### src/sv/roch_pkg.sv
// ----------------------------------------------------------------------------
// roch_pkg
// shared types and constants of the ray to oriented box closest hit block
// ----------------------------------------------------------------------------
`default_nettype none

package roch_pkg;

   localparam int COORD_WIDTH_DEF = 32;
   localparam int FRAC_BITS_DEF   = 16;
   localparam int DIST_WIDTH_DEF  = 40;
   localparam int ID_WIDTH_DEF    = 16;
   localparam int DIR_WIDTH       = 18;
   localparam int CSR_ADDR_WIDTH  = 3;
   localparam int PAR_SCALE       = 1000;
   localparam int FAR_RESET_UNITS = 100000;

   typedef enum logic [CSR_ADDR_WIDTH-1:0] {
      CSR_ORIGIN_X  = 3'd0,
      CSR_ORIGIN_Y  = 3'd1,
      CSR_ORIGIN_Z  = 3'd2,
      CSR_DIR_X     = 3'd3,
      CSR_DIR_Y     = 3'd4,
      CSR_DIR_Z     = 3'd5,
      CSR_FAR_LIMIT = 3'd6
   } csr_index_type;

   typedef enum logic [2:0] {
      ST_IDLE,
      ST_MUL,
      ST_CHECK,
      ST_DIV_SETUP,
      ST_DIV,
      ST_UPDATE,
      ST_FINAL
   } state_type;

   typedef struct packed {
      logic take;
      logic mul_en;
      logic check;
      logic div_load;
      logic div_en;
      logic update;
      logic finish;
   } ctrl_type;

endpackage

`default_nettype wire

### src/sv/ray_obb_closest_hit.sv
// ----------------------------------------------------------------------------
// ray_obb_closest_hit
// slab test of a ray against oriented boxes with closest hit tracking
// ----------------------------------------------------------------------------
//  channel  direction  handshake              payload
//  req      in         req_tvalid/req_tready  slab item, tlast last_axis, tuser last_box
//  rsp      out        rsp_tvalid/rsp_tready  box result, tlast cast_done
//  csr      in         csr_we                 register index and write data
//
//  a slab passes an accept state, a multiply state on one shared multiplier, a check
//  state, two divisions of a setup and a divide state each on one restoring divider,
//  an update and a finish state; a parallel slab goes from check to finish and a
//  slab of a box already missed goes from accept straight to finish
//  reset is synchronous and restores the register defaults, slab, best hit and state
//  a finished result waits in the output register; the next slab is taken
//  while it waits, and only a second result stalls on rsp_tready
// ----------------------------------------------------------------------------
`default_nettype none

module ray_obb_closest_hit #(
   parameter int COORD_WIDTH = roch_pkg::COORD_WIDTH_DEF,
   parameter int FRAC_BITS   = roch_pkg::FRAC_BITS_DEF,
   parameter int DIST_WIDTH  = roch_pkg::DIST_WIDTH_DEF,
   parameter int ID_WIDTH    = roch_pkg::ID_WIDTH_DEF,
   localparam int REQ_RAW    = 5 * COORD_WIDTH + 3 * roch_pkg::DIR_WIDTH + ID_WIDTH,
   localparam int REQ_W      = ((REQ_RAW + 7) / 8) * 8,
   localparam int RSP_RAW    = 2 * ID_WIDTH + 2 * (DIST_WIDTH - 1) + 2,
   localparam int RSP_W      = ((RSP_RAW + 7) / 8) * 8,
   localparam int CSR_W0     = (COORD_WIDTH > roch_pkg::DIR_WIDTH) ? COORD_WIDTH
                                                                  : roch_pkg::DIR_WIDTH,
   localparam int CSR_W      = (CSR_W0 > DIST_WIDTH - 1) ? CSR_W0 : DIST_WIDTH - 1
) (
   input  wire logic                                  clock,
   input  wire logic                                  reset,
   input  wire logic                                  req_tvalid,
   output logic                                       req_tready,
   // centre_x, centre_y, centre_z, axis_x, axis_y, axis_z, extent_low,
   // extent_high, box_id, zero fill
   input  wire logic [REQ_W-1:0]                      req_tdata,
   input  wire logic                                  req_tlast,
   input  wire logic                                  req_tuser,
   output logic                                       rsp_tvalid,
   input  wire logic                                  rsp_tready,
   // hit_box_id, box_hit, box_distance, best_valid, best_id, best_distance, zero fill
   output logic [RSP_W-1:0]                           rsp_tdata,
   output logic                                       rsp_tlast,
   input  wire logic                                  csr_we,
   input  wire logic [roch_pkg::CSR_ADDR_WIDTH-1:0]   csr_addr,
   input  wire logic [CSR_W-1:0]                      csr_wdata
);

   import roch_pkg::*;

   localparam int CW     = COORD_WIDTH;
   localparam int DW     = DIST_WIDTH;
   localparam int DRW    = DIR_WIDTH;
   localparam int PROD_W = CW + 1 + DRW;
   localparam int E_W    = PROD_W + 2;
   localparam int F_W    = 2 * DRW + 2;
   localparam int LO_W   = CW + FRAC_BITS;
   localparam int NUM_W  = ((E_W > LO_W) ? E_W : LO_W) + 1;
   localparam int FA_W   = F_W + 10;
   localparam int SH     = DW - 1 - FRAC_BITS;
   localparam int IT_W   = $clog2(DW);

   state_type state_ff, state_in;
   ctrl_type  ctrl;

   logic signed [CW-1:0]  origin_x_ff, origin_y_ff, origin_z_ff;
   logic signed [DRW-1:0] dir_x_ff, dir_y_ff, dir_z_ff;
   logic [DW-2:0]         far_limit_ff;

   logic signed [DRW-1:0] axis_ff [3];
   logic signed [CW:0]    diff_ff [3];
   logic signed [CW-1:0]  lo_ff, hi_ff;
   logic [ID_WIDTH-1:0]   id_ff;
   logic                  last_axis_ff, last_box_ff;

   logic [2:0]               cnt_ff;
   logic signed [PROD_W-1:0] prod_ff, prod_in;
   logic signed [E_W-1:0]    e_ff;
   logic signed [F_W-1:0]    f_ff;
   logic signed [DRW-1:0]    mul_a;
   logic signed [CW:0]       mul_b;

   logic signed [NUM_W-1:0]  e_ext, lo_s, hi_s, num_lo, num_hi, num_sel;
   logic [F_W-1:0]           fa;
   logic [FA_W-1:0]          fa_scaled;
   logic                     parallel, par_miss;

   logic [NUM_W-1:0]         un;
   logic [NUM_W+FRAC_BITS-1:0] dwide;
   logic [F_W-1:0]           ud_ff, rem_ff;
   logic [F_W:0]             r2;
   logic [DW-2:0]            dlow_ff, q_ff, q_next;
   logic                     neg_ff, sat_ff, sel_ff;
   logic [IT_W-1:0]          it_ff;
   logic signed [DW-1:0]     quot, t1_ff, t2_ff, tmin, tmax, far_new, near_new;

   logic signed [DW-1:0]     near_t_ff, far_t_ff, best_t_ff;
   logic                     box_missed_ff, best_found_ff;
   logic [ID_WIDTH-1:0]      best_box_ff;
   logic                     hit, better, bf_new;
   logic [ID_WIDTH-1:0]      bb_new;
   logic signed [DW-1:0]     bt_new;

   logic                     rsp_valid_ff, rsp_last_ff;
   logic [RSP_W-1:0]         rsp_data_ff;
   logic                     out_free;

   assign out_free = !rsp_valid_ff || rsp_tready;

   // next state
   always_comb begin
      state_in = state_ff;
      case (state_ff)
         ST_IDLE: begin
            if (req_tvalid) begin
               state_in = box_missed_ff ? ST_FINAL : ST_MUL;
            end
         end
         ST_MUL: begin
            if (cnt_ff == 3'd6) begin
               state_in = ST_CHECK;
            end
         end
         ST_CHECK:     state_in = parallel ? ST_FINAL : ST_DIV_SETUP;
         ST_DIV_SETUP: state_in = ST_DIV;
         ST_DIV: begin
            if (it_ff == '0) begin
               state_in = sel_ff ? ST_UPDATE : ST_DIV_SETUP;
            end
         end
         ST_UPDATE:    state_in = ST_FINAL;
         ST_FINAL: begin
            if (!last_axis_ff || out_free) begin
               state_in = ST_IDLE;
            end
         end
         default:      state_in = ST_IDLE;
      endcase
   end

   // control outputs
   always_comb begin
      ctrl = '0;
      case (state_ff)
         ST_IDLE:      ctrl.take     = 1'b1;
         ST_MUL:       ctrl.mul_en   = 1'b1;
         ST_CHECK:     ctrl.check    = 1'b1;
         ST_DIV_SETUP: ctrl.div_load = 1'b1;
         ST_DIV:       ctrl.div_en   = 1'b1;
         ST_UPDATE:    ctrl.update   = 1'b1;
         ST_FINAL:     ctrl.finish   = !last_axis_ff || out_free;
         default:      ctrl = '0;
      endcase
   end

   assign req_tready = ctrl.take;

   always_ff @(posedge clock) begin
      if (reset) begin
         state_ff <= ST_IDLE;
      end else begin
         state_ff <= state_in;
      end
   end

   // configuration registers
   always_ff @(posedge clock) begin
      if (reset) begin
         origin_x_ff  <= '0;
         origin_y_ff  <= '0;
         origin_z_ff  <= '0;
         dir_x_ff     <= '0;
         dir_y_ff     <= '0;
         dir_z_ff     <= DRW'(1) <<< FRAC_BITS;
         far_limit_ff <= (DW-1)'(FAR_RESET_UNITS) << FRAC_BITS;
      end else if (csr_we) begin
         case (csr_index_type'(csr_addr))
            CSR_ORIGIN_X:  origin_x_ff  <= csr_wdata[CW-1:0];
            CSR_ORIGIN_Y:  origin_y_ff  <= csr_wdata[CW-1:0];
            CSR_ORIGIN_Z:  origin_z_ff  <= csr_wdata[CW-1:0];
            CSR_DIR_X:     dir_x_ff     <= csr_wdata[DRW-1:0];
            CSR_DIR_Y:     dir_y_ff     <= csr_wdata[DRW-1:0];
            CSR_DIR_Z:     dir_z_ff     <= csr_wdata[DRW-1:0];
            CSR_FAR_LIMIT: far_limit_ff <= csr_wdata[DW-2:0];
            default: ;
         endcase
      end
   end

   // item capture
   always_ff @(posedge clock) begin
      if (ctrl.take && req_tvalid) begin
         diff_ff[0]   <= (CW+1)'(signed'(req_tdata[CW-1:0])) - (CW+1)'(origin_x_ff);
         diff_ff[1]   <= (CW+1)'(signed'(req_tdata[2*CW-1:CW])) - (CW+1)'(origin_y_ff);
         diff_ff[2]   <= (CW+1)'(signed'(req_tdata[3*CW-1:2*CW])) - (CW+1)'(origin_z_ff);
         axis_ff[0]   <= req_tdata[3*CW+DRW-1:3*CW];
         axis_ff[1]   <= req_tdata[3*CW+2*DRW-1:3*CW+DRW];
         axis_ff[2]   <= req_tdata[3*CW+3*DRW-1:3*CW+2*DRW];
         lo_ff        <= req_tdata[4*CW+3*DRW-1:3*CW+3*DRW];
         hi_ff        <= req_tdata[5*CW+3*DRW-1:4*CW+3*DRW];
         id_ff        <= req_tdata[REQ_RAW-1:5*CW+3*DRW];
         last_axis_ff <= req_tlast;
         last_box_ff  <= req_tuser;
      end
   end

   // shared multiplier operands
   always_comb begin
      case (cnt_ff)
         3'd0:    begin mul_a = axis_ff[0]; mul_b = diff_ff[0]; end
         3'd1:    begin mul_a = axis_ff[1]; mul_b = diff_ff[1]; end
         3'd2:    begin mul_a = axis_ff[2]; mul_b = diff_ff[2]; end
         3'd3:    begin mul_a = dir_x_ff;   mul_b = (CW+1)'(axis_ff[0]); end
         3'd4:    begin mul_a = dir_y_ff;   mul_b = (CW+1)'(axis_ff[1]); end
         3'd5:    begin mul_a = dir_z_ff;   mul_b = (CW+1)'(axis_ff[2]); end
         default: begin mul_a = '0;         mul_b = '0; end
      endcase
      prod_in = PROD_W'(mul_a) * PROD_W'(mul_b);
   end

   always_ff @(posedge clock) begin
      if (ctrl.take) begin
         cnt_ff <= '0;
         e_ff   <= '0;
         f_ff   <= '0;
      end else if (ctrl.mul_en) begin
         cnt_ff  <= cnt_ff + 3'd1;
         prod_ff <= prod_in;
         if (cnt_ff >= 3'd1 && cnt_ff <= 3'd3) begin
            e_ff <= e_ff + E_W'(prod_ff);
         end else if (cnt_ff >= 3'd4) begin
            f_ff <= f_ff + F_W'(prod_ff);
         end
      end
   end

   // parallel test and plane numerators
   always_comb begin
      e_ext     = NUM_W'(e_ff);
      lo_s      = NUM_W'(lo_ff) <<< FRAC_BITS;
      hi_s      = NUM_W'(hi_ff) <<< FRAC_BITS;
      num_lo    = e_ext + lo_s;
      num_hi    = e_ext + hi_s;
      num_sel   = sel_ff ? num_hi : num_lo;
      fa        = f_ff[F_W-1] ? F_W'(-f_ff) : F_W'(f_ff);
      fa_scaled = FA_W'(fa) * FA_W'(PAR_SCALE);
      parallel  = !(fa_scaled > (FA_W'(1) << (2 * FRAC_BITS)));
      par_miss  = (lo_s > e_ext) || (hi_s < e_ext);
      un        = num_sel[NUM_W-1] ? NUM_W'(-num_sel) : NUM_W'(num_sel);
      dwide     = {un, {FRAC_BITS{1'b0}}};
      r2        = {rem_ff, dlow_ff[DW-2]};
      q_next    = {q_ff[DW-3:0], (r2 >= {1'b0, ud_ff})};
   end

   // restoring divider, one quotient bit per cycle
   always_ff @(posedge clock) begin
      if (ctrl.check) begin
         sel_ff <= 1'b0;
      end else if (ctrl.div_load) begin
         ud_ff   <= fa;
         neg_ff  <= num_sel[NUM_W-1] ^ f_ff[F_W-1];
         sat_ff  <= (un >> SH) >= NUM_W'(fa);
         rem_ff  <= F_W'(un >> SH);
         dlow_ff <= dwide[DW-2:0];
         q_ff    <= '0;
         it_ff   <= IT_W'(DW - 2);
      end else if (ctrl.div_en) begin
         if (r2 >= {1'b0, ud_ff}) begin
            rem_ff <= F_W'(r2 - {1'b0, ud_ff});
            q_ff   <= {q_ff[DW-3:0], 1'b1};
         end else begin
            rem_ff <= F_W'(r2);
            q_ff   <= {q_ff[DW-3:0], 1'b0};
         end
         dlow_ff <= {dlow_ff[DW-3:0], 1'b0};
         it_ff   <= it_ff - IT_W'(1);
         if (it_ff == '0) begin
            sel_ff <= 1'b1;
         end
      end
   end

   // quotient including the bit decided in the final cycle
   always_comb begin
      if (sat_ff) begin
         quot = neg_ff ? {1'b1, {(DW-1){1'b0}}} : {1'b0, {(DW-1){1'b1}}};
      end else begin
         quot = neg_ff ? -signed'({1'b0, q_next}) : signed'({1'b0, q_next});
      end
   end

   always_ff @(posedge clock) begin
      if (ctrl.div_en && it_ff == '0) begin
         if (sel_ff) begin
            t2_ff <= quot;
         end else begin
            t1_ff <= quot;
         end
      end
   end

   // interval update and closest hit
   always_comb begin
      tmin     = (t1_ff > t2_ff) ? t2_ff : t1_ff;
      tmax     = (t1_ff > t2_ff) ? t1_ff : t2_ff;
      far_new  = (tmax < far_t_ff) ? tmax : far_t_ff;
      near_new = (tmin > near_t_ff) ? tmin : near_t_ff;
      hit      = !box_missed_ff;
      better   = hit && (!best_found_ff || near_t_ff < best_t_ff);
      bf_new   = best_found_ff || hit;
      bb_new   = better ? id_ff : best_box_ff;
      bt_new   = better ? near_t_ff : best_t_ff;
   end

   always_ff @(posedge clock) begin
      if (reset) begin
         near_t_ff     <= '0;
         far_t_ff      <= DW'(FAR_RESET_UNITS) << FRAC_BITS;
         box_missed_ff <= 1'b0;
         best_found_ff <= 1'b0;
         best_box_ff   <= '0;
         best_t_ff     <= '0;
      end else if (ctrl.check) begin
         if (parallel && par_miss) begin
            box_missed_ff <= 1'b1;
         end
      end else if (ctrl.update) begin
         far_t_ff  <= far_new;
         near_t_ff <= near_new;
         if (far_new < near_new) begin
            box_missed_ff <= 1'b1;
         end
      end else if (ctrl.finish && last_axis_ff) begin
         near_t_ff     <= '0;
         far_t_ff      <= signed'({1'b0, far_limit_ff});
         box_missed_ff <= 1'b0;
         if (last_box_ff) begin
            best_found_ff <= 1'b0;
            best_box_ff   <= '0;
            best_t_ff     <= '0;
         end else begin
            best_found_ff <= bf_new;
            best_box_ff   <= bb_new;
            best_t_ff     <= bt_new;
         end
      end
   end

   // output register
   always_ff @(posedge clock) begin
      if (reset) begin
         rsp_valid_ff <= 1'b0;
      end else if (ctrl.finish && last_axis_ff) begin
         rsp_valid_ff <= 1'b1;
      end else if (rsp_tready) begin
         rsp_valid_ff <= 1'b0;
      end
   end

   always_ff @(posedge clock) begin
      if (ctrl.finish && last_axis_ff) begin
         rsp_last_ff <= last_box_ff;
         rsp_data_ff <= RSP_W'({
            bf_new ? bt_new[DW-2:0] : {(DW-1){1'b0}},
            bf_new ? bb_new : {ID_WIDTH{1'b0}},
            bf_new,
            hit ? near_t_ff[DW-2:0] : {(DW-1){1'b0}},
            hit,
            id_ff});
      end
   end

   assign rsp_tvalid = rsp_valid_ff;
   assign rsp_tdata  = rsp_data_ff;
   assign rsp_tlast  = rsp_last_ff;

`ifndef ASSERT_OFF
   a_one_item: assert property (@(posedge clock) disable iff (reset)
      req_tvalid && req_tready |=> !req_tready)
      else $error("second transaction taken while a slab is in flight");

   a_near_positive: assert property (@(posedge clock) disable iff (reset)
      !near_t_ff[DW-1])
      else $error("near distance went negative");

   a_best_zero: assert property (@(posedge clock) disable iff (reset)
      rsp_tvalid && !rsp_tdata[ID_WIDTH+DW] |->
      rsp_tdata[RSP_RAW-1:ID_WIDTH+DW+1] == '0)
      else $error("best fields set without a best hit");
`endif

endmodule

`default_nettype wire
### config.mk
export PLATFORM = sky130hd
export DESIGN_NAME = ray_obb_closest_hit
export DESIGN_NICKNAME = d
export VERILOG_FILES = /design/src/sv/roch_pkg.sv /design/src/sv/ray_obb_closest_hit.sv
export SDC_FILE = /design/constraint.sdc
export NUM_CORES = 2
export LEC_CHECK = 0
export BUFFER_PORTS_ARGS = -buffer_cell sky130_fd_sc_hd__buf_4
export CAP_MARGIN = 15
export CORE_MARGIN = 10
export CORE_UTILIZATION = 30
export DETAILED_ROUTE_END_ITERATION = 10
export PLACE_DENSITY = 0.55
export SLEW_MARGIN = 20
export SYNTH_ARGS = -nofsm -noshare
export SYNTH_HDL_FRONTEND = slang
export SYNTH_SLANG_ARGS = --single-unit
export TNS_END_PERCENT = 5
### constraint.sdc
create_clock -name clock -period 9.78 [get_ports clock]
set_clock_uncertainty 0.1 [all_clocks]
set_input_delay 0.489 -clock clock [delete_from_list [all_inputs] [get_ports clock]]
set_output_delay 0.489 -clock clock [all_outputs]
set_load 0.05 [all_outputs]
; Word-level counts from Yosys, hierarchy flattened
; Memories as Yosys holds them, arrays and structs flattened.
; Index checks and enable logic that the tools add are counted.
[totals]
ff_bits = 912
ram_bits = 153
in_bits = 281
output_inout_bits = 115
elab_cells = 200
mem_count = 2
[op_classes]
addsub = 13
n_mul = 2
order_cmp = 13
n_eq_ne = 24
mux = 53
n_bitwise = 7
n_reduce_logical = 45
[memory_table]
columns = name, words, word_bits, rd, rd_clocked_by_memory_dff, write_ports, line
row1 = diff_ff, 3, 33, 3, 0, 3, ray_obb_closest_hit.sv:74  ; logic signed [CW:0] diff_ff [3];
row2 = axis_ff, 3, 18, 3, 0, 3, ray_obb_closest_hit.sv:73  ; logic signed [DRW-1:0] axis_ff [3];
[op_table]
columns = cell, count
row1 = 40-bit two-way mux, 13
row2 = 33-bit case mux with 6 select lines, 1
row3 = 38-bit two-way mux, 4
row4 = 40-bit less-than comparator, 3
row5 = 53-bit by 48-bit adder with 54-bit output, 2
row6 = 54-bit two-way mux, 2
row7 = 18-bit case mux with 6 select lines, 1
row8 = 32-bit by 32-bit subtractor with 33-bit output, 3
row9 = 40-bit greater-than comparator, 2
row10 = 39-bit two-way mux, 2
row11 = 54-bit negator, 1
row12 = 53-bit by 51-bit adder with 53-bit output, 1
row13 = 48-bit by 53-bit greater-than comparator with 1-bit output, 1
row14 = 48-bit by 53-bit less-than comparator with 1-bit output, 1
row15 = 18-bit by 33-bit multiplier with 51-bit output, 1
row16 = 48-bit by 33-bit greater-than comparator with 1-bit output (second input constant), 1
row17 = 38-bit by 7-bit multiplier with 45-bit output (second input constant), 1
row18 = 39-bit negator with 40-bit output, 1
row19 = 39-bit by 38-bit greater-or-equal comparator with 1-bit output, 1
row20 = 38-bit adder, 1
row21 = 31-bit by 38-bit greater-or-equal comparator with 1-bit output, 1
row22 = 38-bit negator, 1
row23 = 38-bit subtractor, 1
row24 = 16-bit two-way mux, 2
row25 = other kinds (28), 109

; Longest topological paths before layout
[logic_depth]
depth_word = 8
ltp_mapped = 38
mapped_depth_nobuf = 34

; Worst setup path before layout
; OpenSTA, ideal clock, no wires.
[synth_timing]
path_type = register -> register
from = reg cnt_ff[2]
to = reg prod_ff[50], data pin
setup_ns = 0.260
t_arrival_ns = 8.848
required_ns = 9.420
path_slack_ns = 0.572
path_stages_with_launch = 33
n_path_buf = 5
synth_period_minus_slack_ns = 9.208
path_cell_list = dfxtp_1 -> clkbuf_1 -> clkbuf_1 -> inv_1 -> ha_1 -> clkbuf_1 -> clkbuf_1 -> a22oi_1 -> nand2_1 -> a21oi_1 -> clkbuf_1 -> nand2_1 -> fa_1 -> fa_1 -> inv_1 -> fa_1 -> inv_1 -> fa_1 -> fa_1 -> inv_1 -> fa_1 -> ha_1 -> a21o_1 -> a211oi_1 -> nor4b_1 -> o211ai_1 -> a311o_1 -> nand2_1 -> o31ai_1 -> or4_1 -> a31o_2 -> a21oi_1 -> xnor2_1
[synth_between]
elab_chain_cells = 3
elab_cells_between_ends = 9
classes_between = 1 x mul / 5 x eq/ne / 2 x mux / 1 x reduce/logical
[synth_rtl]
columns = element, line
row1 = from (decl), ray_obb_closest_hit.sv:79  ; logic [2:0] cnt_ff;
row2 = from (signal assigned), ray_obb_closest_hit.sv:230  ; cnt_ff <= cnt_ff + 3'd1;
row3 = 3-bit == test (tied with other cells), ray_obb_closest_hit.sv:212  ; case (cnt_ff)
row4 = 18-bit case mux with 6 select lines or 33-bit case mux with 6 select lines (tied branches), ray_obb_closest_hit.sv:212
row5 = 18-bit by 33-bit multiplier with 51-bit output (*), ray_obb_closest_hit.sv:221  ; prod_in = PROD_W'(mul_a) * PROD_W'(mul_b);
row6 = net prod_in[50], ray_obb_closest_hit.sv:80  ; logic signed [PROD_W-1:0] prod_ff, prod_in;
row7 = to (signal assigned), ray_obb_closest_hit.sv:231  ; prod_ff <= prod_in;
row8 = to (decl), ray_obb_closest_hit.sv:80
; The timed path passes the listed nets; every way through them passes the cells marked *.
; A chain may end at the register's enable or synchronous reset.

; Final worst setup path
[layout_timing]
from = reg cnt_ff[1]
to = reg prod_ff[50], data pin
; The elaborated chain is that of the path after synthesis.

==> metrics.md <==
| Metric | Value |
|---|---|
| Outcome | `finished clean` |
| Drc violations | `0` |
| Fill cells | `around 30000` |
| Ys Warns | `0` |
| Actual slew at the worst max-slew pin | `between 1 and 1.5 ns` |
| Mapped Area | `roughly 90000 sq um` |
| DRT antenna net count | `0` |
| Fmax | `107.1 MHz` |
| IO Count | `about 400` |
| Worst slew margin | `0.2673` |
| EDFF count, synth | `624` |
| CTS tree | `done` |
| Dpl hpwl | `229.0 mm` |
| Layout cell share with drive strength beyond 1 | `0.1016` |
| Clock sink count | `1050` |
| Critical path required time | `between 10 and 15 ns` |
| CP most frequent cell | `fa_1` |
| CP max FO | `11` |
| GRT Overall Usage | `0.1730` |
| Tmin final | `9.339 ns` |
| Synth Area in Simple Gates | `0.1523` |
| Class of the worst hold path | `in -> reg` |
| Total wire length | `287.8 mm` |
| Synthesis-to-finish area growth | `16.00%` |
| Die area | `321600 sq um` |
| CP arrival | `between 9 and 10 ns` |
| Met1 usage | `0.2452` |
| Max Cap Viol | `0` |
| Post-synth top flop | `edfxtp_1` |
| Hold WS | `0.07892 ns` |
| Clock Path Buffers | `3` |
| Async SR Flop Fraction | `0` |
| Via Count | `71500` |
| GRT overflow | `0` |
| Crit path launch | `cnt_ff[1]` |
| Drt pass-1 iters | `8` |
| Synth Area in Adders | `0.2708` |
| Core area | `between 200000 and 300000 sq um` |
| Final Slew Violations | `0` |
| Worst-path clk slew | `0.07 ns` |
| Initial antenna violation count | `23` |
| Syn avg cell area | `9.172 sq um` |
| PortBufs | `about 400` |
| Avg Vias per Cell | `~5` |
| Setup Crit Path Kind | `reg -> reg` |
| DIE HEIGHT | `567.1 um` |
| Clk root buf | `clkbuf_16` |
| Post-Synth XOR/XNOR Area | `0.03511` |
| GR met2 Demand/Resource | `0.2723` |
| FP Rows | `200` |
| Routed WL per cell | `20.02 um` |
| GPL Wtd Cong | `0.9252` |
| Worst Hold Launch | `csr_addr[0]` |
| CP max-delay cell | `nand4_1` |
| H-tree levels | `3` |
| Largest family of logic cells by synthesized area | `adder cells` |
| Global-route wire length before repair | `438.0 mm` |
| Vias in the first global route | `70350` |
| Fin Setup TNS | `0 ns` |
| Final-report setup violation count | `0` |
| Setup crit end kind | `flop` |
| Synth Register Bits | `1050` |
| Multiplexer share of the synthesized area | `0.03989` |
| GRT busiest layer | `met2` |
| Final Net Count | `12120` |
| Sequential fraction of the synthesis area | `0.3037` |
| Reg2reg start | `cnt_ff[1]` |
| Largest net degree at the start of global routing | `154` |
| Syn nets | `11580` |
| Initial Utilization | `0.3018` |
| CTS buffer count | `120` |
| Sequential cell area | `27270 sq um` |
| Die X | `567.1 um` |
| Max incr delay on CP | `0.60 ns` |
| Post-Synthesis Cells | `9790` |
| Starting DRT DRC Count | `5549` |
| Unique masters post-synth | `~90` |
| RSZ-0062 raised after global routing | `no` |
| Final period util | `0.9549` |
| FF-to-FF setup slack | `approximately 0.44 ns` |
| Area of the multi-input gates | `56970 sq um` |
| Final hold violations | `0` |
| Compound-Gate Fraction of Synth Area | `0.1336` |
| Worst setup SP type | `flop` |
| Worst skew pair latency | `between 0.8 and 0.9 ns` |
| Met3 Use GR | `0.02705` |
[worst max-delay path, delay by kind of cell, from the launching register on]
| family | cells | cell delay, ns |
|---|---|---|
| adders and majority gates | 8 | 3.31 |
| AOI/OAI and AO/OA | 7 | 1.99 |
| buffers and inverters | 5 | 0.63 |
| xor gates and xnor gates | 1 | 0.10 |
| and+or+nand+nor | 7 | 2.52 |
| DFF | 1 | 0.42 |
[timing repair]
action,in CTS,in global routing
hold endpoints to repair,334,0
endpoints found under the setup margin,0,3
hold buffers,179,0
gates resized for setup,0,5
setup buffers,0,2
[worst paths after layout]
check / end / cells after the start
setup / recovery: prod_ff[50] / 28
hold / removal: dir_y_ff[14] / 4
setup reg to reg: prod_ff[50] / 28
hold reg to reg: rsp_tdata[9] / 0
[kinds of logic (layout without fill, tap and decap cells)]
| kind of cell | Yosys count | count (layout) |
|---|---|---|
| AO/OA/AOI/OAI | 1913 | 1913 |
| XOR/XNOR | 360 | 360 |
| adder cells (fa/ha/maj) | 1512 | 1512 |
| buffers and inverters | 1547 | 2188 |
| flip-flops | 1050 | 1050 |
| multiplexers | 337 | 337 |
| other | 0 | 5 |
| AND/OR/NAND/NOR | 3071 | 3071 |
[flip-flops by register name, summed over array words and instances (netlist names), 32 cells and up]
| register | cells |
|---|---|
| origin_y_ff | 32 |
| rsp_tdata | 112 |
| near_t_ff | 40 |
| origin_x_ff | 32 |
| prod_ff | 51 |
| t1_ff | 40 |
| far_limit_ff | 39 |
| diff_ff | 99 |
| e_ff | 53 |
| lo_ff | 32 |
| rem_ff | 38 |
| origin_z_ff | 32 |
| ud_ff | 38 |
| hi_ff | 32 |
| t2_ff | 40 |
| f_ff | 38 |
| q_ff | 38 |
| axis_ff | 54 |
| best_t_ff | 40 |
| far_t_ff | 40 |
[metrics by stage]
step	instance area, sq um	setup slack [ns]	cells	utilization
global placement	98150	0.4883	13960	0.3299
finish	104200	0.4414	14380	0.3501
floorplan	89790	0.5720	9790	-
global route	104200	0.001248	14370	0.3500
CTS	104100	0.4044	14370	0.3499
detailed placement	98150	0.4001	13960	0.3299
[cell type report]
cell class	instances	share of cell area
diodes	5	0.0001201
clock buffers	144	0.03008
clock inverters	84	0.009862
inverters	1188	0.04286
multi-input cells	7193	0.5470
flip-flops and latches	1050	0.2618
well taps	3939	0.04732
repair buffers	772	0.06097
[placed cells by master (no fill, tap or decap), drive strengths merged, types with 167 or more instances in the layout]
cell         synthesis  layout
a21o               213     213
a21oi              720     720
buf                 32     593
dfxtp              426     426
dlygate4sd3          0     179
edfxtp             624     624
fa                 719     719
ha                 792     792
inv               1186    1192
mux2               167     167
mux2i              170     170
nand2             1504    1504
nor2               665     665
o21ai              319     319
xnor2              237     237
[cells in the mapped netlist, types with 69 or more instances]
master | n | area, sq um
and2_1 | 72 | 450.4
mux2i_1 | 170 | 1702
xnor2_1 | 237 | 2076
nor2_1 | 664 | 2492
dfxtp_1 | 426 | 8528
mux2_2 | 167 | 1881
clkbuf_1 | 327 | 1227
nand2_1 | 1504 | 5645
o21ai_0 | 311 | 1556
ha_1 | 792 | 9910
fa_1 | 719 | 14390
nor3_1 | 128 | 640.6
xor2_1 | 123 | 1077
a21o_1 | 213 | 1599
a31oi_1 | 107 | 669.4
a21oi_1 | 719 | 3598
a22oi_1 | 88 | 660.6
edfxtp_1 | 624 | 18740
o21a_1 | 69 | 518.0
nor2b_1 | 99 | 619.3
inv_1 | 1186 | 4452
nand3_1 | 128 | 640.6
nand2b_1 | 89 | 556.8
nand4_1 | 112 | 700.7
[per-layer routing]
layer  routed length [um]  share of wire
met1               133300           0.46
met2               127000           0.44
met3                18300          0.064
met4                 9217          0.032
met5                   19       0.000066
Power is left out: the tool's default activity adds up to more than one toggle a clock period on the data nets, which glitch-free logic cannot reach.
